$ cat config.mk
export PLATFORM = sky130hd
export DESIGN_NAME = pulse_width_remote_code_decoder
export DESIGN_NICKNAME = d
export VERILOG_FILES = /design/src/hw/rtl/pwrcd_pkg.sv /design/src/hw/rtl/pulse_width_remote_code_decoder.sv /design/src/hw/rtl/pwrcd_front.sv /design/src/hw/rtl/pwrcd_fifo.sv /design/src/hw/rtl/pwrcd_back.sv
export SDC_FILE = /design/constraint.sdc
export NUM_CORES = 1
export LEC_CHECK = 0
export ABC_CLOCK_PERIOD_IN_PS = 17400
export BUFFER_PORTS_ARGS = -buffer_cell sky130_fd_sc_hd__buf_2
export CORE_ASPECT_RATIO = 0.5
export CORE_MARGIN = 2
export CORE_UTILIZATION = 60
export CTS_BUF_LIST = sky130_fd_sc_hd__clkbuf_2
export CTS_CLUSTER_DIAMETER = 200
export DETAILED_ROUTE_END_ITERATION = 10
export PLACE_DENSITY = 0.76
export RECOVER_POWER = 25
export SLEW_MARGIN = 20
export SYNTH_ARGS = -nofsm -noshare
export SYNTH_HDL_FRONTEND = slang
export SYNTH_SLANG_ARGS = --single-unit
export TNS_END_PERCENT = 30
$ cat constraint.sdc
create_clock -name clk_i -period 17.4 [get_ports clk_i]
set_input_delay 3.48 -clock clk_i [delete_from_list [all_inputs] [get_ports clk_i]]
set_output_delay 3.48 -clock clk_i [all_outputs]
set_load 0.02 [all_outputs]
$ cat src/hw/rtl/pwrcd_pkg.sv
// ----------------------------------------------------------------------------
// pwrcd_pkg
// Shared types and constants of the pulse width remote code decoder.
// ----------------------------------------------------------------------------
package pwrcd_pkg;

  // Sample duration width, two's complement
  localparam int DURATION_WIDTH = 24;
  localparam int MAX_CODE_BITS  = 32;

  // Magnitude must hold the widest of duration and 16-bit targets
  localparam int MAG_W   = (DURATION_WIDTH > 16) ? DURATION_WIDTH : 16;
  localparam int TOL_W   = 7;
  localparam int DUR_CFG_W = 16;
  localparam int PROD_W  = DUR_CFG_W + TOL_W;
  localparam int CMP_W   = MAG_W + TOL_W;
  localparam int PERCENT = 100;

  localparam int CODE_W     = 32;
  localparam int CODE_LEN_W = 6;
  localparam int COUNT_W    = 16;

  // Stream widths, rounded up to whole bytes
  localparam int TDATA_IN_W  = ((DURATION_WIDTH + 7) / 8) * 8;
  localparam int OUT_FIELD_W = CODE_W + CODE_LEN_W;
  localparam int TDATA_OUT_W = ((OUT_FIELD_W + 7) / 8) * 8;
  localparam int OUT_PAD_W   = TDATA_OUT_W - OUT_FIELD_W;

  // Configuration port
  localparam int CFG_IDX_W  = 3;
  localparam int CFG_DATA_W = 16;

  typedef enum logic [CFG_IDX_W-1:0] {
    CFG_SHORT_DUR   = 3'd0,
    CFG_LONG_DUR    = 3'd1,
    CFG_TOLERANCE   = 3'd2,
    CFG_CODE_BITS   = 3'd3,
    CFG_MIN_STOP    = 3'd4,
    CFG_MIN_SAMPLES = 3'd5
  } cfg_idx_e;

  localparam logic [DUR_CFG_W-1:0]  RST_SHORT_DUR   = 16'd430;
  localparam logic [DUR_CFG_W-1:0]  RST_LONG_DUR    = 16'd870;
  localparam logic [TOL_W-1:0]      RST_TOLERANCE   = 7'd40;
  localparam logic [CODE_LEN_W-1:0] RST_CODE_BITS   = 6'd9;
  localparam logic [CODE_LEN_W-1:0] RST_MIN_STOP    = 6'd7;
  localparam logic [COUNT_W-1:0]    RST_MIN_SAMPLES = 16'd16;

  // Queue between front and back
  localparam int FIFO_DEPTH = 4;
  localparam int FIFO_PTR_W = 2;
  localparam int FIFO_CNT_W = 3;

  typedef struct packed {
    logic [DUR_CFG_W-1:0]  short_dur;
    logic [DUR_CFG_W-1:0]  long_dur;
    logic [TOL_W-1:0]      tol;
    logic [CODE_LEN_W-1:0] code_bits;
    logic [CODE_LEN_W-1:0] min_stop;
    logic [COUNT_W-1:0]    min_samples;
  } cfg_t;

  // Classified sample handed from front to back
  typedef struct packed {
    logic neg;
    logic last;
    logic is_short;
    logic is_long;
  } entry_t;

  typedef struct packed {
    logic                  decoded;
    logic [CODE_W-1:0]     code_value;
    logic [CODE_LEN_W-1:0] code_length;
  } result_t;

endpackage

$ cat src/hw/rtl/pulse_width_remote_code_decoder.sv
// ----------------------------------------------------------------------------
// pulse_width_remote_code_decoder
// Decodes on-off keyed remote codes from a stream of signed pulse durations.
// ----------------------------------------------------------------------------
// Samples arrive on the slave stream as signed durations (positive high,
// negative low), tlast marking the last sample of a frame; exactly one
// result request leaves on the master stream for each frame, on its last
// sample. A new sample is taken every cycle while the queue has room: the front
// classifies it in one register stage, a four-entry queue decouples it from
// the back, and the back pairs pulse and gap into bits and holds the result
// in an output register, so a stalled result does not stop the front until
// the queue fills. A last sample passes the front register, queue and output
// register. Pulse/gap matching is |d - t| * 100 <= t * tolerance on the
// magnitude. Short pulse with long gap is bit 0, long pulse with short gap is
// bit 1, shifted in MSB first. A leading low sample is skipped; a low in a
// pulse position fails the frame; an unmatched pair clears the code, or
// fails the frame once min_bits_before_stop bits are held. A frame with
// fewer than min_frame_samples samples never reports a code. Configuration
// (indexes 0..5: short, long, tolerance, code bits, min bits before stop,
// min frame samples) must be written only while the block is idle (not enforced).
// ----------------------------------------------------------------------------
module pulse_width_remote_code_decoder (
  input  logic                                  clk_i,
  input  logic                                  rst_ni,
  // Configuration writes
  input  logic                                  cfg_we_i,
  input  logic [pwrcd_pkg::CFG_IDX_W-1:0]       cfg_idx_i,
  input  logic [pwrcd_pkg::CFG_DATA_W-1:0]      cfg_wdata_i,
  // Sample stream
  input  logic                                  s_axis_tvalid,
  output logic                                  s_axis_tready,
  input  logic [pwrcd_pkg::TDATA_IN_W-1:0]      s_axis_tdata,  // duration
  input  logic                                  s_axis_tlast,
  // Result stream
  output logic                                  m_axis_tvalid,
  input  logic                                  m_axis_tready,
  output logic [pwrcd_pkg::TDATA_OUT_W-1:0]     m_axis_tdata,  // code_value, code_length
  output logic                                  m_axis_tuser   // decoded
);
  import pwrcd_pkg::*;

  cfg_t    cfg_q;
  entry_t  fr_entry, fifo_entry;
  logic    fr_valid, fr_ready, fifo_valid, fifo_ready;
  result_t res;

  // Configuration registers
  always_ff @(posedge clk_i or negedge rst_ni) begin
    if (!rst_ni) begin
      cfg_q.short_dur   <= RST_SHORT_DUR;
      cfg_q.long_dur    <= RST_LONG_DUR;
      cfg_q.tol         <= RST_TOLERANCE;
      cfg_q.code_bits   <= RST_CODE_BITS;
      cfg_q.min_stop    <= RST_MIN_STOP;
      cfg_q.min_samples <= RST_MIN_SAMPLES;
    end else if (cfg_we_i) begin
      case (cfg_idx_e'(cfg_idx_i))
        CFG_SHORT_DUR:   cfg_q.short_dur   <= cfg_wdata_i[DUR_CFG_W-1:0];
        CFG_LONG_DUR:    cfg_q.long_dur    <= cfg_wdata_i[DUR_CFG_W-1:0];
        CFG_TOLERANCE:   cfg_q.tol         <= cfg_wdata_i[TOL_W-1:0];
        CFG_CODE_BITS:   cfg_q.code_bits   <= cfg_wdata_i[CODE_LEN_W-1:0];
        CFG_MIN_STOP:    cfg_q.min_stop    <= cfg_wdata_i[CODE_LEN_W-1:0];
        CFG_MIN_SAMPLES: cfg_q.min_samples <= cfg_wdata_i[COUNT_W-1:0];
        default: ;  // unused indexes are ignored
      endcase
    end
  end

  pwrcd_front u_front (
    .clk_i       (clk_i),
    .rst_ni      (rst_ni),
    .cfg_i       (cfg_q),
    .in_valid_i  (s_axis_tvalid),
    .in_ready_o  (s_axis_tready),
    .duration_i  (s_axis_tdata[DURATION_WIDTH-1:0]),
    .last_i      (s_axis_tlast),
    .out_valid_o (fr_valid),
    .out_ready_i (fr_ready),
    .out_o       (fr_entry)
  );

  pwrcd_fifo u_fifo (
    .clk_i        (clk_i),
    .rst_ni       (rst_ni),
    .push_valid_i (fr_valid),
    .push_ready_o (fr_ready),
    .push_data_i  (fr_entry),
    .pop_valid_o  (fifo_valid),
    .pop_ready_i  (fifo_ready),
    .pop_data_o   (fifo_entry)
  );

  pwrcd_back u_back (
    .clk_i       (clk_i),
    .rst_ni      (rst_ni),
    .cfg_i       (cfg_q),
    .in_valid_i  (fifo_valid),
    .in_ready_o  (fifo_ready),
    .in_i        (fifo_entry),
    .out_valid_o (m_axis_tvalid),
    .out_ready_i (m_axis_tready),
    .out_o       (res)
  );

  assign m_axis_tdata = {{OUT_PAD_W{1'b0}}, res.code_length, res.code_value};
  assign m_axis_tuser = res.decoded;

  // A failed frame reports all-zero code fields
  a_fail_zero : assert property (@(posedge clk_i) disable iff (!rst_ni)
    (m_axis_tvalid && !m_axis_tuser) |-> (m_axis_tdata == '0))
    else $error("failed frame with non-zero code fields");

  // A decoded code has a length between one and the code register width
  a_len_range : assert property (@(posedge clk_i) disable iff (!rst_ni)
    (m_axis_tvalid && m_axis_tuser) |->
      (res.code_length != '0 && res.code_length <= CODE_LEN_W'(MAX_CODE_BITS)))
    else $error("decoded code length out of range");

  // The queue drains a last sample only while the output register can take it
  a_last_room : assert property (@(posedge clk_i) disable iff (!rst_ni)
    (fifo_valid && fifo_ready && fifo_entry.last && m_axis_tvalid) |-> m_axis_tready)
    else $error("result overwritten before delivery");

endmodule

$ cat src/hw/rtl/pwrcd_front.sv
// ----------------------------------------------------------------------------
// pwrcd_front
// Takes samples, forms magnitude distances to both nominal durations and
// classifies them as short and/or long within tolerance.
// ----------------------------------------------------------------------------
module pwrcd_front (
  input  logic                                    clk_i,
  input  logic                                    rst_ni,
  input  pwrcd_pkg::cfg_t                         cfg_i,
  input  logic                                    in_valid_i,
  output logic                                    in_ready_o,
  input  logic [pwrcd_pkg::DURATION_WIDTH-1:0]    duration_i,
  input  logic                                    last_i,
  output logic                                    out_valid_o,
  input  logic                                    out_ready_i,
  output pwrcd_pkg::entry_t                       out_o
);
  import pwrcd_pkg::*;

  logic                      neg;
  logic [DURATION_WIDTH-1:0] mag_raw;
  logic [MAG_W-1:0]          mag, tgt_s, tgt_l, diff_s, diff_l;

  logic                      v_q, neg_q, last_q;
  logic [MAG_W-1:0]          diff_s_q, diff_l_q;

  logic [CMP_W-1:0]          lhs_s, lhs_l;
  logic [PROD_W-1:0]         rhs_s, rhs_l;

  // Stage 1: magnitude and distances
  assign neg     = duration_i[DURATION_WIDTH-1];
  assign mag_raw = neg ? (~duration_i + DURATION_WIDTH'(1)) : duration_i;
  assign mag     = MAG_W'(mag_raw);
  assign tgt_s   = MAG_W'(cfg_i.short_dur);
  assign tgt_l   = MAG_W'(cfg_i.long_dur);
  assign diff_s  = (mag >= tgt_s) ? (mag - tgt_s) : (tgt_s - mag);
  assign diff_l  = (mag >= tgt_l) ? (mag - tgt_l) : (tgt_l - mag);

  assign in_ready_o = !v_q || out_ready_i;

  always_ff @(posedge clk_i or negedge rst_ni) begin
    if (!rst_ni) begin
      v_q <= 1'b0;
    end else if (in_ready_o) begin
      v_q <= in_valid_i;
    end
  end

  always_ff @(posedge clk_i) begin
    if (in_valid_i && in_ready_o) begin
      diff_s_q <= diff_s;
      diff_l_q <= diff_l;
      neg_q    <= neg;
      last_q   <= last_i;
    end
  end

  // Stage 2: |m - t| * 100 <= t * tol
  assign lhs_s = CMP_W'(diff_s_q) * CMP_W'(PERCENT);
  assign lhs_l = CMP_W'(diff_l_q) * CMP_W'(PERCENT);
  assign rhs_s = PROD_W'(cfg_i.short_dur) * PROD_W'(cfg_i.tol);
  assign rhs_l = PROD_W'(cfg_i.long_dur) * PROD_W'(cfg_i.tol);

  assign out_valid_o    = v_q;
  assign out_o.neg      = neg_q;
  assign out_o.last     = last_q;
  assign out_o.is_short = lhs_s <= CMP_W'(rhs_s);
  assign out_o.is_long  = lhs_l <= CMP_W'(rhs_l);

endmodule

$ cat src/hw/rtl/pwrcd_fifo.sv
// ----------------------------------------------------------------------------
// pwrcd_fifo
// Short queue of classified samples between front and back.
// ----------------------------------------------------------------------------
module pwrcd_fifo (
  input  logic              clk_i,
  input  logic              rst_ni,
  input  logic              push_valid_i,
  output logic              push_ready_o,
  input  pwrcd_pkg::entry_t push_data_i,
  output logic              pop_valid_o,
  input  logic              pop_ready_i,
  output pwrcd_pkg::entry_t pop_data_o
);
  import pwrcd_pkg::*;

  entry_t                 mem_q [FIFO_DEPTH];
  logic [FIFO_PTR_W-1:0]  wr_ptr_q, rd_ptr_q;
  logic [FIFO_CNT_W-1:0]  cnt_q;
  logic                   push, pop;

  assign push_ready_o = cnt_q != FIFO_CNT_W'(FIFO_DEPTH);
  assign pop_valid_o  = cnt_q != '0;
  assign pop_data_o   = mem_q[rd_ptr_q];
  assign push         = push_valid_i && push_ready_o;
  assign pop          = pop_valid_o && pop_ready_i;

  always_ff @(posedge clk_i or negedge rst_ni) begin
    if (!rst_ni) begin
      wr_ptr_q <= '0;
      rd_ptr_q <= '0;
      cnt_q    <= '0;
    end else begin
      if (push) wr_ptr_q <= wr_ptr_q + FIFO_PTR_W'(1);
      if (pop)  rd_ptr_q <= rd_ptr_q + FIFO_PTR_W'(1);
      case ({push, pop})
        2'b10:   cnt_q <= cnt_q + FIFO_CNT_W'(1);
        2'b01:   cnt_q <= cnt_q - FIFO_CNT_W'(1);
        default: cnt_q <= cnt_q;
      endcase
    end
  end

  always_ff @(posedge clk_i) begin
    if (push) mem_q[wr_ptr_q] <= push_data_i;
  end

endmodule

$ cat src/hw/rtl/pwrcd_back.sv
// ----------------------------------------------------------------------------
// pwrcd_back
// Pairs pulse and gap classes into bits, tracks the frame outcome and
// registers one result per frame.
// ----------------------------------------------------------------------------
module pwrcd_back (
  input  logic               clk_i,
  input  logic               rst_ni,
  input  pwrcd_pkg::cfg_t    cfg_i,
  input  logic               in_valid_i,
  output logic               in_ready_o,
  input  pwrcd_pkg::entry_t  in_i,
  output logic               out_valid_o,
  input  logic               out_ready_i,
  output pwrcd_pkg::result_t out_o
);
  import pwrcd_pkg::*;

  typedef enum logic [1:0] {
    OUT_SEARCHING = 2'd0,
    OUT_SUCCESS   = 2'd1,
    OUT_FAILED    = 2'd2
  } outcome_e;

  logic [COUNT_W-1:0]    cnt_q, cnt_d;
  logic                  phase_q, phase_d;
  logic [1:0]            held_q, held_d;
  logic [CODE_W-1:0]     shift_q, shift_d;
  logic [CODE_LEN_W-1:0] nbits_q, nbits_d;
  outcome_e              outcome_q, outcome_d;
  logic                  out_v_q, out_v_d;
  result_t               res_q, res_d;

  logic                  out_free, take;

  assign out_free   = !out_v_q || out_ready_i;
  assign in_ready_o = !in_i.last || out_free;
  assign take       = in_valid_i && in_ready_o;

  always_comb begin
    logic                  first;
    logic [CODE_LEN_W-1:0] target;
    logic [COUNT_W-1:0]    cnt_n;
    logic                  phase_n;
    logic [1:0]            held_n;
    logic [CODE_W-1:0]     shift_n;
    logic [CODE_LEN_W-1:0] nbits_n;
    outcome_e              outcome_n;
    logic                  bit0, bit1, ok;

    cnt_d     = cnt_q;
    phase_d   = phase_q;
    held_d    = held_q;
    shift_d   = shift_q;
    nbits_d   = nbits_q;
    outcome_d = outcome_q;
    out_v_d   = out_v_q && !out_ready_i;
    res_d     = res_q;

    first     = cnt_q == '0;
    target    = (cfg_i.code_bits > CODE_LEN_W'(MAX_CODE_BITS)) ?
                CODE_LEN_W'(MAX_CODE_BITS) : cfg_i.code_bits;
    cnt_n     = (cnt_q != '1) ? cnt_q + COUNT_W'(1) : cnt_q;
    phase_n   = phase_q;
    held_n    = held_q;
    shift_n   = shift_q;
    nbits_n   = nbits_q;
    outcome_n = outcome_q;
    bit0      = held_q[0] && in_i.is_long;
    bit1      = held_q[1] && in_i.is_short;

    // A leading low sample is skipped
    if (outcome_q == OUT_SEARCHING && !(first && in_i.neg)) begin
      if (!phase_q) begin
        if (in_i.neg) begin
          outcome_n = OUT_FAILED;
        end else begin
          held_n  = {in_i.is_long, in_i.is_short};
          phase_n = 1'b1;
        end
      end else begin
        phase_n = 1'b0;
        if (bit0 || bit1) begin
          shift_n = {shift_q[CODE_W-2:0], !bit0};
          if (nbits_q != '1) nbits_n = nbits_q + CODE_LEN_W'(1);
          if (nbits_n == target) outcome_n = OUT_SUCCESS;
        end else if (nbits_q >= cfg_i.min_stop) begin
          outcome_n = OUT_FAILED;
        end else begin
          shift_n = '0;
          nbits_n = '0;
        end
      end
    end

    ok = (outcome_n == OUT_SUCCESS) && (cnt_n >= cfg_i.min_samples);

    if (take) begin
      if (in_i.last) begin
        out_v_d           = 1'b1;
        res_d.decoded     = ok;
        res_d.code_value  = ok ? shift_n : '0;
        res_d.code_length = ok ? nbits_n : '0;
        cnt_d     = '0;
        phase_d   = 1'b0;
        held_d    = '0;
        shift_d   = '0;
        nbits_d   = '0;
        outcome_d = OUT_SEARCHING;
      end else begin
        cnt_d     = cnt_n;
        phase_d   = phase_n;
        held_d    = held_n;
        shift_d   = shift_n;
        nbits_d   = nbits_n;
        outcome_d = outcome_n;
      end
    end
  end

  always_ff @(posedge clk_i or negedge rst_ni) begin
    if (!rst_ni) begin
      cnt_q     <= '0;
      phase_q   <= 1'b0;
      held_q    <= '0;
      shift_q   <= '0;
      nbits_q   <= '0;
      outcome_q <= OUT_SEARCHING;
      out_v_q   <= 1'b0;
      res_q     <= '0;
    end else begin
      cnt_q     <= cnt_d;
      phase_q   <= phase_d;
      held_q    <= held_d;
      shift_q   <= shift_d;
      nbits_q   <= nbits_d;
      outcome_q <= outcome_d;
      out_v_q   <= out_v_d;
      res_q     <= res_d;
    end
  end

  assign out_valid_o = out_v_q;
  assign out_o       = res_q;

endmodule
After elaboration in Yosys (flattened, before gate mapping)
Memories as Yosys holds them, arrays and structs flattened.
Cells that the tools add are included.
{"block": "classes", "add_sub_neg": 11, "multipliers": 4, "order_cmp": 7, "eq_ne": 14, "muxes": 42, "bitwise": 1, "reduce_logical": 34}
{"op": "$mux 32", "count": 6}
{"op": "$mux 24", "count": 3}
{"op": "$mux 6", "count": 11}
{"op": "$le 31x23->1", "count": 2}
{"op": "$mul 24x5->29 const B", "count": 2}
{"op": "$ge 24x16->1", "count": 2}
{"op": "$sub 16x24->24", "count": 2}
{"op": "$sub 24x16->24", "count": 2}
{"op": "$mul 16x7->23", "count": 2}
{"op": "$mux 16", "count": 2}
{"op": "$add 24x1->24 const B", "count": 1}
{"op": "$not 24->24", "count": 1}
{"op": "$mux 2", "count": 11}
{"op": "$add 16x1->16 const B", "count": 1}
{"op": "$ge 16x16->1", "count": 1}
{"op": "$logic_not 16->1", "count": 1}
{"op": "$ne 16x16->1 const B", "count": 1}
{"op": "$reduce_and 2->1", "count": 8}
{"op": "$logic_and 1x1->1", "count": 9}
{"op": "$mux 1", "count": 8}
{"op": "$add 6x1->6 const B", "count": 1}
{"op": "$eq 3x2->1 const B", "count": 2}
{"op": "$eq 3x3->1 const B", "count": 2}
{"op": "$eq 6x6->1", "count": 1}
{"op": "other kinds (20)", "count": 31}
{"block": "totals", "register_bits": 224, "ramBits": 16, "in_bits": 49, "output_inout_bits": 43, "word_cells": 138, "memories": 1}
{"memory": "u_fifo.mem_q", "words": 4, "word_bits": 4, "read_ports": 1, "rd_ports_with_merged_regs": 0, "write_ports": 1, "line_no": "pwrcd_fifo.sv:17", "rtl": "entry_t mem_q [FIFO_DEPTH];"}

Longest topological paths before layout
Gate-level depths: netlist (run 1).
An unclocked memory read counts as a cell.
{"block": "logic_depth", "word_depth": 14, "mapped_depth": 31, "mapped_depth_nobuf": 30}

Hierarchy
Synthesis (run 1) repeated with hierarchy kept, for this count alone.
{"block": "unflattened", "hier_cells": 3169, "hier_area_um2": 28523.6}
{"mod": "pwrcd_front", "instances": 1, "cells_each": 2178, "area_per_inst_um2": 18302.6, "seq_area_each_um2": 1526.5}
{"mod": "pwrcd_back", "instances": 1, "cells_each": 782, "area_per_inst_um2": 6588.8, "seq_area_each_um2": 2477.4}
{"mod": "pulse_width_remote_code_decoder", "instances": 1, "cells_each": 150, "area_per_inst_um2": 2625.0, "seq_area_each_um2": 1701.6}
{"mod": "pwrcd_fifo", "instances": 1, "cells_each": 59, "area_per_inst_um2": 1007.2, "seq_area_each_um2": 655.6}

Least setup slack after synthesis (run 1)
Ideal clock, no wire load.
{"block": "synth_path", "path_type": "input to register", "from": "input s_axis_tdata[23] (netlist name)", "to": "register u_front.diff_l_q[20] (data pin)", "setup_ns": 0.268, "arrival_time_ns": 7.507, "required_ns": 17.132, "setup_slack_ns": 9.625, "cell_stages": 16, "path_buffers": 3, "cell_sequence": "clkbuf_1 > clkbuf_1 > clkbuf_1 > o21ai_0 > fa_1 > a21oi_1 > o21ai_0 > a2111oi_0 > nor3_1 > o211ai_1 > nand2_1 > a311oi_2 > mux2_4 > a31oi_1 > nand3_1 > xor2_1"}
{"block": "synth_via", "elab_chain_cells": 5, "word_cells_on_any_way": 7, "classes_between": "add/sub (3); order compare (1); mux (2); bitwise (1)"}
{"item": "start, declared", "line_no": "pulse_width_remote_code_decoder.sv:32", "rtl": "input logic [pwrcd_pkg::TDATA_IN_W-1:0] s_axis_tdata,"}
{"item": "$not 24->24", "line_no": "pwrcd_front.sv:32", "rtl": "assign mag_raw = neg ? (~duration_i + DURATION_WIDTH'(1)) : duration_i;"}
{"item": "$add 24x1->24", "line_no": "pwrcd_front.sv:32"}
{"item": "$mux 24 (*)", "line_no": "pwrcd_front.sv:32"}
{"item": "$ge 24x16->1", "line_no": "pwrcd_front.sv:37", "rtl": "assign diff_l = (mag >= tgt_l) ? (mag - tgt_l) : (tgt_l - mag);"}
{"item": "$mux 24 (*)", "line_no": "pwrcd_front.sv:37"}
{"item": "net u_front.diff_l[20]", "line_no": "pwrcd_front.sv:22", "rtl": "logic [MAG_W-1:0] mag, tgt_s, tgt_l, diff_s, diff_l;"}
{"item": "end signal, assigned", "line_no": "pwrcd_front.sv:52", "rtl": "diff_l_q <= diff_l;"}
{"item": "end, declared", "line_no": "pwrcd_front.sv:25", "rtl": "logic [MAG_W-1:0] diff_s_q, diff_l_q;"}
Mark *: on every way through the listed nets, which the timed path passes. The rest lies on a longest branch.
A chain may end at the register's enable or synchronous reset.

Worst setup path after layout (run 1)
Same ends and word-level chain as after synthesis.

==> results.md, run 1 <==
| Stage | Result | Value |
|:---|:---|:---|
| status | Result of the run | complete, but fails checks |
| status | Violations in the final reports | max-capacitance violations, max-slew violations |
| clock network | TritonCTS clock tree | yes |
| run | Number of max-capacitance violations reported | 1 |
| finish | Area growth from synthesis to layout | 6.08% |
| finish | Proportion of layout cells with a drive suffix above 1 | 9.47% |
| grt | Number of antenna violations at the first check in global routing | 3 |
| worst setup path | Worst path arrival time | 8.70 ns |
| floorplanning | Die area | 46,000 sq um |
| clock network | Clk_lat worst skew | 0.95 ns |
| clock network | Clock buffer count from CTS | 59 |
| timing | Setup repair after global routing missed its margin | false |
| worst setup path | Reg2Reg Depth | 25 |
| grt | First-pass GRT wire length | 104 mm |
| routing | Iteration-0 DRC count of the detailed router | 1,321 |
| floorplanning | Effective utilization at floorplan | 60.8% |
| worst setup path | Critical path destination | u_front.diff_l_q[20] |
| floorplanning | Number of top-level design ports | 92 |
| worst setup path | CP Launch Type | primary input |
| routing | Final Routed Wirelength | 63.4 mm |
| logic synthesis | Cell types occupying the most area after synthesis | ha_1 18%, dfrtp_1 15%, fa_1 14% |
| routing | Vias post-DR | 20,800 |
| placed design | PortBufs | 89 |
| worst setup path | Critical path startpoint | s_axis_tdata[23] |
| floorplanning | Cell row count | 54 |
| logic synthesis | Number of flops mapped to enable cells by yosys | 66 |
| worst hold path | Worst min path class | reg -> reg |
| clock network | H-Tree Depth | 2 |
| routing | DR vias/cell | 5.73 |
| clock network | Post-cts gate resize count | 0 |
| finish | Fillers | 3,645 |
| logic synthesis | Share of the synthesized area in the top cell type | 17.5% |
| timing | Max-slew violation total from the final report | 95 |
| logic synthesis | Post-synthesis cell area | 26,500 sq um |
| placed design | Worst setup slack after placement | 9.19 ns |
| timing | Post-route clock skew | 0.0520 ns |
| timing | Max Clock Freq | 124 MHz |
| timing | Final worst hold slack | 0.481 ns |
| placed design | Final weighted congestion in routability-driven placement | 0.937 |
| clock network | Post-CTS Setup Inserts | 0 |
| logic synthesis | Share of synthesized flip-flops with an asynchronous set or reset | 72.5% |
| worst setup path | Worst Path Required | 18.06 ns |
| finish | Final core area utilization | 64.5% |
| grt | Total grt overflow | 0 |
| worst setup path | Worst reg2reg endpoint | u_fifo.mem_q[1][0] |
| finish | Total number of nets in the final design | 3,594 |
| logic synthesis | Average cell area after synthesis | 9.10 sq um |
| logic synthesis | Post-synth top area cell | ha_1 |
| logic synthesis | Most used DFF post-synth | dfrtp_1 |
| worst setup path | Critical-path maximum fanout | 34 |
| worst setup path | Kind of capture point of the worst setup path | flop |
| grt | Global-route total usage across every layer | 27.9% |
| timing | Crit path setup slack, layout | 9.37 ns |
| floorplanning | DIE WIDTH | 301 um |
| timing | Setup violation total in the final timing report | 0 |
| timing | Worst slew margin relative to its limit | -239% |
| timing | Setup TNS | 0 ns |
| logic synthesis | Yosys warnings | 0 |
| grt | Vias in the first global route | 20,700 |
| worst hold path | HP Start | u_front.last_q |
| logic synthesis | Netlist cell types | 84 |
| placed design | Post-DP HPWL | 50.0 mm |
| floorplanning | Height of the die | 153 um |
| timing | Share of the clock period used by the worst path after layout | 46.2% |
| routing | Detail Route Antenna Nets | 0 |
| logic synthesis | Seq/Total Area, Yosys | 24.0% |
| timing | Final-report hold violation count | 0 |
| worst setup path | Setup CP Type | in -> reg |
| clock network | Num Clock Sinks | 240 |
| routing | DR DRC count | 0 |
| worst setup path | Register-to-register setup slack | 9.46 ns |
| clock network | Worst-case clock buffer depth | 3 |
| floorplanning | Standard cell core area | 43,600 sq um |
| grt | Maximum number of pins on one net before global-route repair | 95 |
| clock network | Clock slew at the register clock pins of the worst setup and hold paths | 0.11 ns |
| clock network | CTS Root Buffer Type | clkbuf_2 |
| routing | Post-DR wirelength/cell | 17.5 um |
| worst setup path | Reg2reg start | cfg_q[33] |
| clock network | Count of hold-fix buffers inserted at cts | 0 |
| timing | Transition time at the pin with the least slew margin | 5.08 ns |
| logic synthesis | Yosys reg bits | 240 |
| logic synthesis | Synth Instances | 2,912 |
| timing | Final Critical Period | 8.03 ns |
| routing | DR pass1 iterations | 6 |
per-stage QoR:
| step | cells | area [sq um] |
|---|---|---|
| 2_1_floorplan | 2913 | 26500 |
| 3_3_place_gp | 3520 | 27500 |
| 3_5_place_dp | 3520 | 27500 |
| 4_1_cts | 3630 | 28100 |
| 5_1_grt | 3632 | 28100 |
| 6_report | 3632 | 28100 |
cell type report:
class                      instances  area (sq um)  share of cell area [%]
antenna                            2          5.00                  0.0178
clock buffer                      87           435                    1.55
clock inverter                    23           151                   0.539
inverter                         416          1560                    5.55
multi-input combinational       2167         18300                    65.0
sequential                       240          6360                    22.6
tap                              588           736                    2.62
timing repair buffer             109           591                    2.10
synth_stat cells, types with 55 or more instances:
master,number
a21o_1,81
a21oi_1,121
and2_1,154
clkbuf_1,79
dfrtp_1,154
edfxtp_1,66
fa_1,181
ha_1,371
inv_1,415
nand2_1,285
nor2_1,83
o21ai_0,199
xnor2_1,98
xor2_1,55
worst min-delay path by stage:
stage	to	cells past startpoint
finish	u_fifo.mem_q[3][2]	0
global route	u_back.out_o[17]	2
CTS	u_back.out_o[38]	2
detailed placement	u_back.out_o[38]	2
global placement	u_back.out_o[38]	2
floorplan	u_back.shift_q[31]	2
registers in the layout (all words and copies together), names as in the netlist, 2 cells and up:
signal,flops
u_back.out_o,39
u_back.nbits_q,6
u_fifo.mem_q,16
u_front.diff_s_q,24
u_fifo.rd_ptr_q,2
u_front.diff_l_q,24
u_fifo.cnt_q,3
u_back.cnt_q,16
u_fifo.wr_ptr_q,2
u_back.outcome_q,2
cfg_q,67
u_back.shift_q,32
u_back.held_q,2
cell families after synthesis:
| group | Yosys count | synth area share [%] |
|---|---|---|
| compound gates | 613 | 14.8 |
| xor+xnor | 153 | 5.06 |
| fa+ha+maj | 552 | 31.2 |
| buf+inv | 506 | 7.22 |
| flops | 240 | 24.0 |
| mux | 61 | 2.70 |
| other cells | 1 | 0.0142 |
| simple gates | 786 | 15.0 |
layer usage:
metal | global-route usage, % | wire length (um) | vias to the layer above
met4 | 7.15 | 1490 | 0
li1 | - | - | 10100
met1 | 38.2 | 28600 | 10100
met5 | 0 | 0 | -
met2 | 45.9 | 29200 | 562
met3 | 4.82 | 4110 | 110
placed cells by master (no fill, tap or decap), types with 20 or more instances in the layout:
cell	instances
dfrtp_1	154
dfstp_2	20
inv_1	415
a21o_1	81
and3_1	22
edfxtp_1	66
nand2b_1	31
a21oi_1	121
ha_1	371
xnor2_1	98
nor2b_1	36
nand2_1	284
mux2_2	35
a22oi_1	35
nor3_1	34
clkbuf_2	87
o21ai_0	199
mux2i_1	20
nor2_1	83
nand3_1	52
xor2_1	55
fa_1	181
nand4_1	21
and2_1	149
buf_2	85
worst max-delay path: stages:
cell and delay (ns):
clkbuf_1 0.86, o21ai_0 0.59, fa_1 0.58, a21oi_1 0.28
o21ai_0 0.19, a2111oi_0 0.53, nor3_1 0.18, o211ai_1 0.20
nand2_1 0.14, a311oi_4 0.30, buf_4 0.38, mux2_4 0.37
a31oi_1 0.29, nand3_1 0.14, xor2_1 0.19
Power of run 1 is left out: the tool's default activity adds up to more than one toggle a clock period on the data nets, which glitch-free logic cannot reach.
==> run 2, diff against run 1 <==
--- a/config.mk
+++ b/config.mk
@@ -5,7 +5,7 @@
 export SDC_FILE = /design/constraint.sdc
 export NUM_CORES = 1
 export LEC_CHECK = 0
-export ABC_CLOCK_PERIOD_IN_PS = 17400
+export ABC_CLOCK_PERIOD_IN_PS = 7750
 export BUFFER_PORTS_ARGS = -buffer_cell sky130_fd_sc_hd__buf_2
 export CORE_ASPECT_RATIO = 0.5
 export CORE_MARGIN = 2
==> constraint.sdc (replaced) <==
create_clock -name clk_i -period 7.75 [get_ports clk_i]
set_input_delay 1.55 -clock clk_i [delete_from_list [all_inputs] [get_ports clk_i]]
set_output_delay 1.55 -clock clk_i [all_outputs]
set_load 0.02 [all_outputs]
==> run 2 against run 1 <==
Compared with the run above: the run still ends with max-capacitance violations, max-slew violations left; global-route usage rose by 0.26 points; core utilization fell by 0.089 points; critical endpoint is now u_fifo.mem_q[0][0]; final cell count barely moved; register-to-register slack got worse by 8.9 ns; sequential cell count did not move; setup slack got worse by 8.8 ns; count of clock-buffer cells in the layout fell by 2; die area did not move; critical path depth rose by 10; wire length rose by 0.96%.
==> results.md, run 2 (same netlist as run 1, synthesis figures left out) <==
| Stage | Result | Value |
|:---|:---|:---|
| worst setup path | Worst path arrival time | 7.91 ns |
| timing | Post-route clock skew | 0.0796 ns |
| routing | DR vias/cell | 5.81 |
| routing | Post-DR wirelength/cell | 17.6 um |
| timing | Max Clock Freq | 138 MHz |
| grt | Vias in the first global route | 20,600 |
| floorplanning | Cell row count | 54 |
| worst setup path | Reg2reg start | cfg_q[36] |
| finish | Area growth from synthesis to layout | 5.93% |
| finish | Proportion of layout cells with a drive suffix above 1 | 9.41% |
| status | Violations in the final reports | max-capacitance violations, max-slew violations |
| routing | Final Routed Wirelength | 64.0 mm |
| timing | Setup TNS | 0 ns |
| timing | Transition time at the pin with the least slew margin | 4.93 ns |
| routing | Met1 Wirelength | 29.6 mm |
| timing | Share of the clock period used by the worst path after layout | 93.3% |
| clock network | Post-CTS Setup Inserts | 0 |
| floorplanning | Die area | 46,000 sq um |
| timing | Final worst hold slack | 0.484 ns |
| worst hold path | Worst min path class | reg -> reg |
| floorplanning | Number of top-level design ports | 92 |
| clock network | Clock buffer count from CTS | 57 |
| worst hold path | HP Start | u_back.out_o[11] |
| clock network | Num Clock Sinks | 240 |
| floorplanning | Effective utilization at floorplan | 60.8% |
| grt | Total grt overflow | 0 |
| worst setup path | Worst reg2reg endpoint | u_fifo.mem_q[0][0] |
| clock network | CTS Root Buffer Type | clkbuf_2 |
| timing | Setup repair after global routing missed its margin | false |
| routing | Iteration-0 DRC count of the detailed router | 1,444 |
| finish | Most common cell after layout, fill and taps aside | inv_1 |
| worst hold path | Number of stages on the worst hold path | 2 |
| status | Result of the run | complete, but fails checks |
| placed design | Post-DP HPWL | 50.4 mm |
| finish | Final non-filler cell total | 3,629 |
| clock network | H-Tree Depth | 2 |
| clock network | TritonCTS clock tree | yes |
| placed design | Cells after DPL | 3,522 |
| finish | Flip-flop count of the largest register, all copies and words added | 67 |
| routing | Length of routed met2 wiring | 29.0 mm |
| routing | Metal3 WL | 3.90 mm |
| routing | DR DRC count | 0 |
| routing | Highest routed layer | met5 |
| finish | Total number of nets in the final design | 3,594 |
| timing | Setup violation total in the final timing report | 0 |
| worst setup path | Register-to-register setup slack | 0.52 ns |
| worst setup path | Reg2Reg Depth | 25 |
| timing | Max-slew violation total from the final report | 90 |
| worst setup path | Critical-path maximum fanout | 10 |
| grt | Number of antenna violations at the first check in global routing | 4 |
| timing | Final-report hold violation count | 0 |
| finish | Top reg by flops | cfg_q |
| grt | First-pass GRT wire length | 105 mm |
| grt | Global-route total usage across every layer | 28.1% |
| worst setup path | Worst Path Required | 8.43 ns |
| grt | Maximum number of pins on one net before global-route repair | 90 |
| clock network | Clock slew at the register clock pins of the worst setup and hold paths | 0.13 ns |
| placed design | PortBufs | 89 |
| worst hold path | End point of the most critical hold path | u_back.out_o[11] |
| clock network | Clk_lat worst skew | 0.95 ns |
| finish | Most frequent cells in the layout | 415 x inv_1, 371 x ha_1, 284 x nand2_1, 199 x o21ai_0, 181 x fa_1 |
| clock network | Worst-case clock buffer depth | 3 |
| floorplanning | Height of the die | 153 um |
| floorplanning | Standard cell core area | 43,600 sq um |
| routing | Vias post-DR | 21,100 |
| worst setup path | CP Launch Type | flop |
| worst setup path | Kind of capture point of the worst setup path | flop |
| floorplanning | DIE WIDTH | 301 um |
| routing | DR pass1 iterations | 6 |
| placed design | Final weighted congestion in routability-driven placement | 0.945 |
| timing | Worst slew margin relative to its limit | -229% |
| finish | Fillers | 3,749 |
| worst setup path | Setup CP Type | reg -> reg |
| routing | Detail Route Antenna Nets | 0 |
| run | Number of max-capacitance violations reported | 1 |
| timing | Final Critical Period | 7.23 ns |
[run 2: through the flow]
stage	utilization, %	cell area (sq um)	setup WS, ns
2_1_floorplan	-	26500	1.24
3_3_place_gp	63.2	27500	0.639
3_5_place_dp	63.2	27500	0.459
4_1_cts	64.4	28100	0.378
5_1_grt	64.4	28100	0.0397
6_report	64.4	28100	0.520
[run 2: timing repair]
action / CTS / global route
endpoints found under the setup margin: 0 / 4
resized for setup: 0 / 1
hold buffers: 0 / 0
endpoints found under the hold margin: 0 / 0
[run 2: cell type report]
class / instances / area (sq um) / share of cell area [%]
clock buffer: 85 / 425 / 1.52
multi-input combinational: 2167 / 18300 / 65.1
timing repair buffer: 111 / 602 / 2.14
antenna: 2 / 5.00 / 0.0178
inverter: 416 / 1560 / 5.56
clock inverter: 20 / 113 / 0.401
tap: 588 / 736 / 2.62
sequential: 240 / 6360 / 22.7
[run 2: worst max-delay path by stage]
stage | from | to | slack [ns]
after floorplan | cfg_q[31] | u_fifo.mem_q[0][0] | 1.24
after global placement | cfg_q[36] | u_fifo.mem_q[2][0] | 0.64
after detailed placement | cfg_q[36] | u_fifo.mem_q[0][0] | 0.46
after CTS | cfg_q[36] | u_fifo.mem_q[0][0] | 0.38
after global routing | cfg_q[36] | u_fifo.mem_q[0][0] | 0.04
final | cfg_q[36] | u_fifo.mem_q[0][0] | 0.52
[run 2: critical path, cell delays in order (launching register included)]
cell       delay, ns
dfstp_2         0.67
nand2_1         0.10
fa_1            0.50
fa_1            0.55
inv_1           0.06
fa_1            0.53
inv_1           0.05
fa_1            0.53
inv_1           0.04
ha_1            0.33
a2111oi_0       0.60
o31ai_1         0.25
o311ai_1        0.42
o31ai_1         0.16
o21ai_0         0.23
nand2b_1        0.08
a21oi_1         0.19
xor2_1          0.17
ha_1            0.26
a21o_1          0.16
a21oi_1         0.12
o21ai_0         0.09
a21oi_1         0.12
a21oi_1         0.06
nor4_1          0.26
and3_1          0.42
[run 2: per-layer routing]
layer  GRT usage (%)  up-vias
li1                -    10100
met1            40.3    10300
met2            44.8      559
met3            4.25      111
met4            6.89        2
met5               0        -
Power of run 2 is left out for the same reason.
==> run 3, diff against run 2 <==
--- a/config.mk
+++ b/config.mk
@@ -5,7 +5,7 @@
 export SDC_FILE = /design/constraint.sdc
 export NUM_CORES = 1
 export LEC_CHECK = 0
-export ABC_CLOCK_PERIOD_IN_PS = 7750
+export ABC_CLOCK_PERIOD_IN_PS = 8900
 export BUFFER_PORTS_ARGS = -buffer_cell sky130_fd_sc_hd__buf_2
 export CORE_ASPECT_RATIO = 0.5
 export CORE_MARGIN = 2
==> constraint.sdc (replaced) <==
create_clock -name clk_i -period 8.9 [get_ports clk_i]
set_input_delay 1.78 -clock clk_i [delete_from_list [all_inputs] [get_ports clk_i]]
set_output_delay 1.78 -clock clk_i [all_outputs]
set_load 0.02 [all_outputs]
==> run 3 against run 2 <==
Compared with the run above: sequential share of layout area barely moved; the run still ends with max-capacitance violations, max-slew violations left; setup slack improved by 0.75 ns; non-clock buffer count fell by 3; register-to-register slack improved by 0.75 ns; first-iteration DRC count rose by 7.1%; design area barely moved; sequential cell count did not move; die area did not move; critical path type unchanged; via count fell by 0.44%.
==> results.md, run 3 (same netlist as run 1, synthesis figures left out) <==
| Stage | Result | Value |
|:---|:---|:---|
| clock network | Worst-case clock buffer depth | 3 |
| grt | Total grt overflow | 0 |
| clock network | Num Clock Sinks | 240 |
| finish | Fillers | 3,660 |
| grt | Number of antenna violations at the first check in global routing | 4 |
| timing | Post-route clock skew | 0.0821 ns |
| placed design | Final weighted congestion in routability-driven placement | 0.942 |
| clock network | H-Tree Depth | 2 |
| clock network | TritonCTS clock tree | yes |
| worst setup path | Worst Path Required | 9.61 ns |
| grt | Vias in the first global route | 20,800 |
| status | Result of the run | complete, but fails checks |
| timing | Setup TNS | 0 ns |
| timing | Worst slew margin relative to its limit | -261% |
| routing | Iteration-0 DRC count of the detailed router | 1,546 |
| placed design | Post-DP HPWL | 51.3 mm |
| grt | Global-route total usage across every layer | 28.7% |
| finish | Top reg by flops | cfg_q |
| finish | Flip-flop count of the largest register, all copies and words added | 67 |
| clock network | Post-CTS Setup Inserts | 0 |
| finish | Area of the multi-input gates | 18,300 sq um |
| floorplanning | Effective utilization at floorplan | 60.8% |
| worst setup path | Register-to-register setup slack | 1.27 ns |
| floorplanning | Die area | 46,000 sq um |
| routing | Detail Route Antenna Nets | 0 |
| grt | First-pass GRT wire length | 107 mm |
| worst setup path | CP Launch Type | flop |
| timing | Final-report hold violation count | 0 |
| clock network | Clock slew at the register clock pins of the worst setup and hold paths | 0.11 ns |
| clock network | Clk_lat worst skew | 0.95 ns |
| worst setup path | Kind of capture point of the worst setup path | flop |
| timing | Max Clock Freq | 131 MHz |
| placed design | PortBufs | 89 |
| placed design | Worst setup slack after placement | 1.42 ns |
| routing | Vias post-DR | 21,000 |
| clock network | Post-cts gate resize count | 0 |
| finish | Register area | 6360 sq um |
| finish | Area growth from synthesis to layout | 5.97% |
| worst hold path | Worst min path class | reg -> reg |
| finish | Most frequent cells in the layout | 415 x inv_1, 371 x ha_1, 284 x nand2_1, 199 x o21ai_0, 181 x fa_1 |
| routing | DR vias/cell | 5.79 |
| floorplanning | Standard cell core area | 43,600 sq um |
| routing | Post-DR wirelength/cell | 18.0 um |
| worst setup path | Worst path arrival time | 8.34 ns |
| clock network | CTS Root Buffer Type | clkbuf_2 |
| floorplanning | Cell row count | 54 |
| floorplanning | DIE WIDTH | 301 um |
| run | Number of max-capacitance violations reported | 1 |
| routing | DR DRC count | 0 |
| timing | Final Critical Period | 7.63 ns |
| worst setup path | Critical-path maximum fanout | 33 |
| timing | Setup repair after global routing missed its margin | false |
| timing | Share of the clock period used by the worst path after layout | 85.7% |
| status | Violations in the final reports | max-capacitance violations, max-slew violations |
| finish | Proportion of layout cells with a drive suffix above 1 | 9.90% |
| clock network | Clock buffer count from CTS | 58 |
| timing | Transition time at the pin with the least slew margin | 5.41 ns |
| timing | Crit path setup slack, layout | 1.27 ns |
| routing | DR pass1 iterations | 5 |
| floorplanning | Number of top-level design ports | 92 |
| finish | Total number of nets in the final design | 3,592 |
| timing | Setup violation total in the final timing report | 0 |
| floorplanning | Height of the die | 153 um |
| worst setup path | Setup CP Type | reg -> reg |
| grt | Maximum number of pins on one net before global-route repair | 105 |
| routing | Final Routed Wirelength | 65.2 mm |
| timing | Max-slew violation total from the final report | 105 |
| finish | Most common cell after layout, fill and taps aside | inv_1 |
| clock network | Count of hold-fix buffers inserted at cts | 0 |
[run 3: changes by cell type in the layout (fill, tap and decap cells not counted), moves of 2 or more]
cell / delta
clkinv_1: -11
clkinv_2: +8
clkbuf_2: +5
clkbuf_1: -4
buf_2: +2
[run 3: area by class of cell]
class | count | share of cell area (%)
flip-flops and latches | 240 | 22.6
diodes | 1 | 0.00891
clock buffers | 90 | 1.60
repair buffers | 108 | 2.09
well taps | 588 | 2.62
multi-input cells | 2167 | 65.1
clock inverters | 18 | 0.414
inverters | 416 | 5.56
[run 3: worst paths after layout]
| path | startpoint | end | depth (start not counted) |
|---|---|---|---|
| max | cfg_q[31] | u_fifo.mem_q[1][0] | 25 |
| min | u_back.out_o[12] | u_back.out_o[12] | 2 |
| max reg2reg | cfg_q[31] | u_fifo.mem_q[1][0] | 25 |
| min reg2reg | u_back.out_o[12] | u_back.out_o[12] | 2 |
| max in group asynchronous | rst_ni | u_back.cnt_q[15] | 1 |
| min in group asynchronous | rst_ni | u_back.out_o[13] | 1 |
[run 3: metrics by stage]
stage	hold WS [ns]	util, %	area, sq um	cells
3_5_place_dp	0.466	63.2	27500	3519
2_1_floorplan	0.451	-	26500	2913
4_1_cts	0.496	64.5	28100	3627
6_report	0.492	64.4	28100	3628
3_3_place_gp	0.456	63.2	27500	3519
5_1_grt	0.520	64.4	28100	3628
[run 3: worst max-delay path, stage by stage (launching register included)]
cell       delay [ns]
dfstp_2          0.95
nand2_1          0.16
fa_1             0.52
fa_1             0.49
inv_1            0.06
fa_1             0.53
inv_1            0.06
fa_1             0.54
inv_1            0.05
ha_1             0.34
a2111oi_0        0.57
o31ai_1          0.24
o311ai_0         0.56
o31ai_1          0.17
o21ai_0          0.25
nand2b_1         0.08
a21oi_1          0.17
xor2_1           0.17
ha_1             0.26
a21o_1           0.15
a21oi_1          0.13
o21ai_0          0.10
a21oi_1          0.12
a21oi_1          0.07
nor4_1           0.28
and3_1           0.41
[run 3: layer usage]
metal | vias to the layer above | track usage [%] | share of wire (%)
li1 | 10100 | - | -
met4 | 0 | 6.28 | 1.8
met5 | - | 0 | 0
met1 | 10200 | 40.1 | 45
met3 | 85 | 4.69 | 6.7
met2 | 641 | 47.0 | 46
Power of run 3 is left out for the same reason.
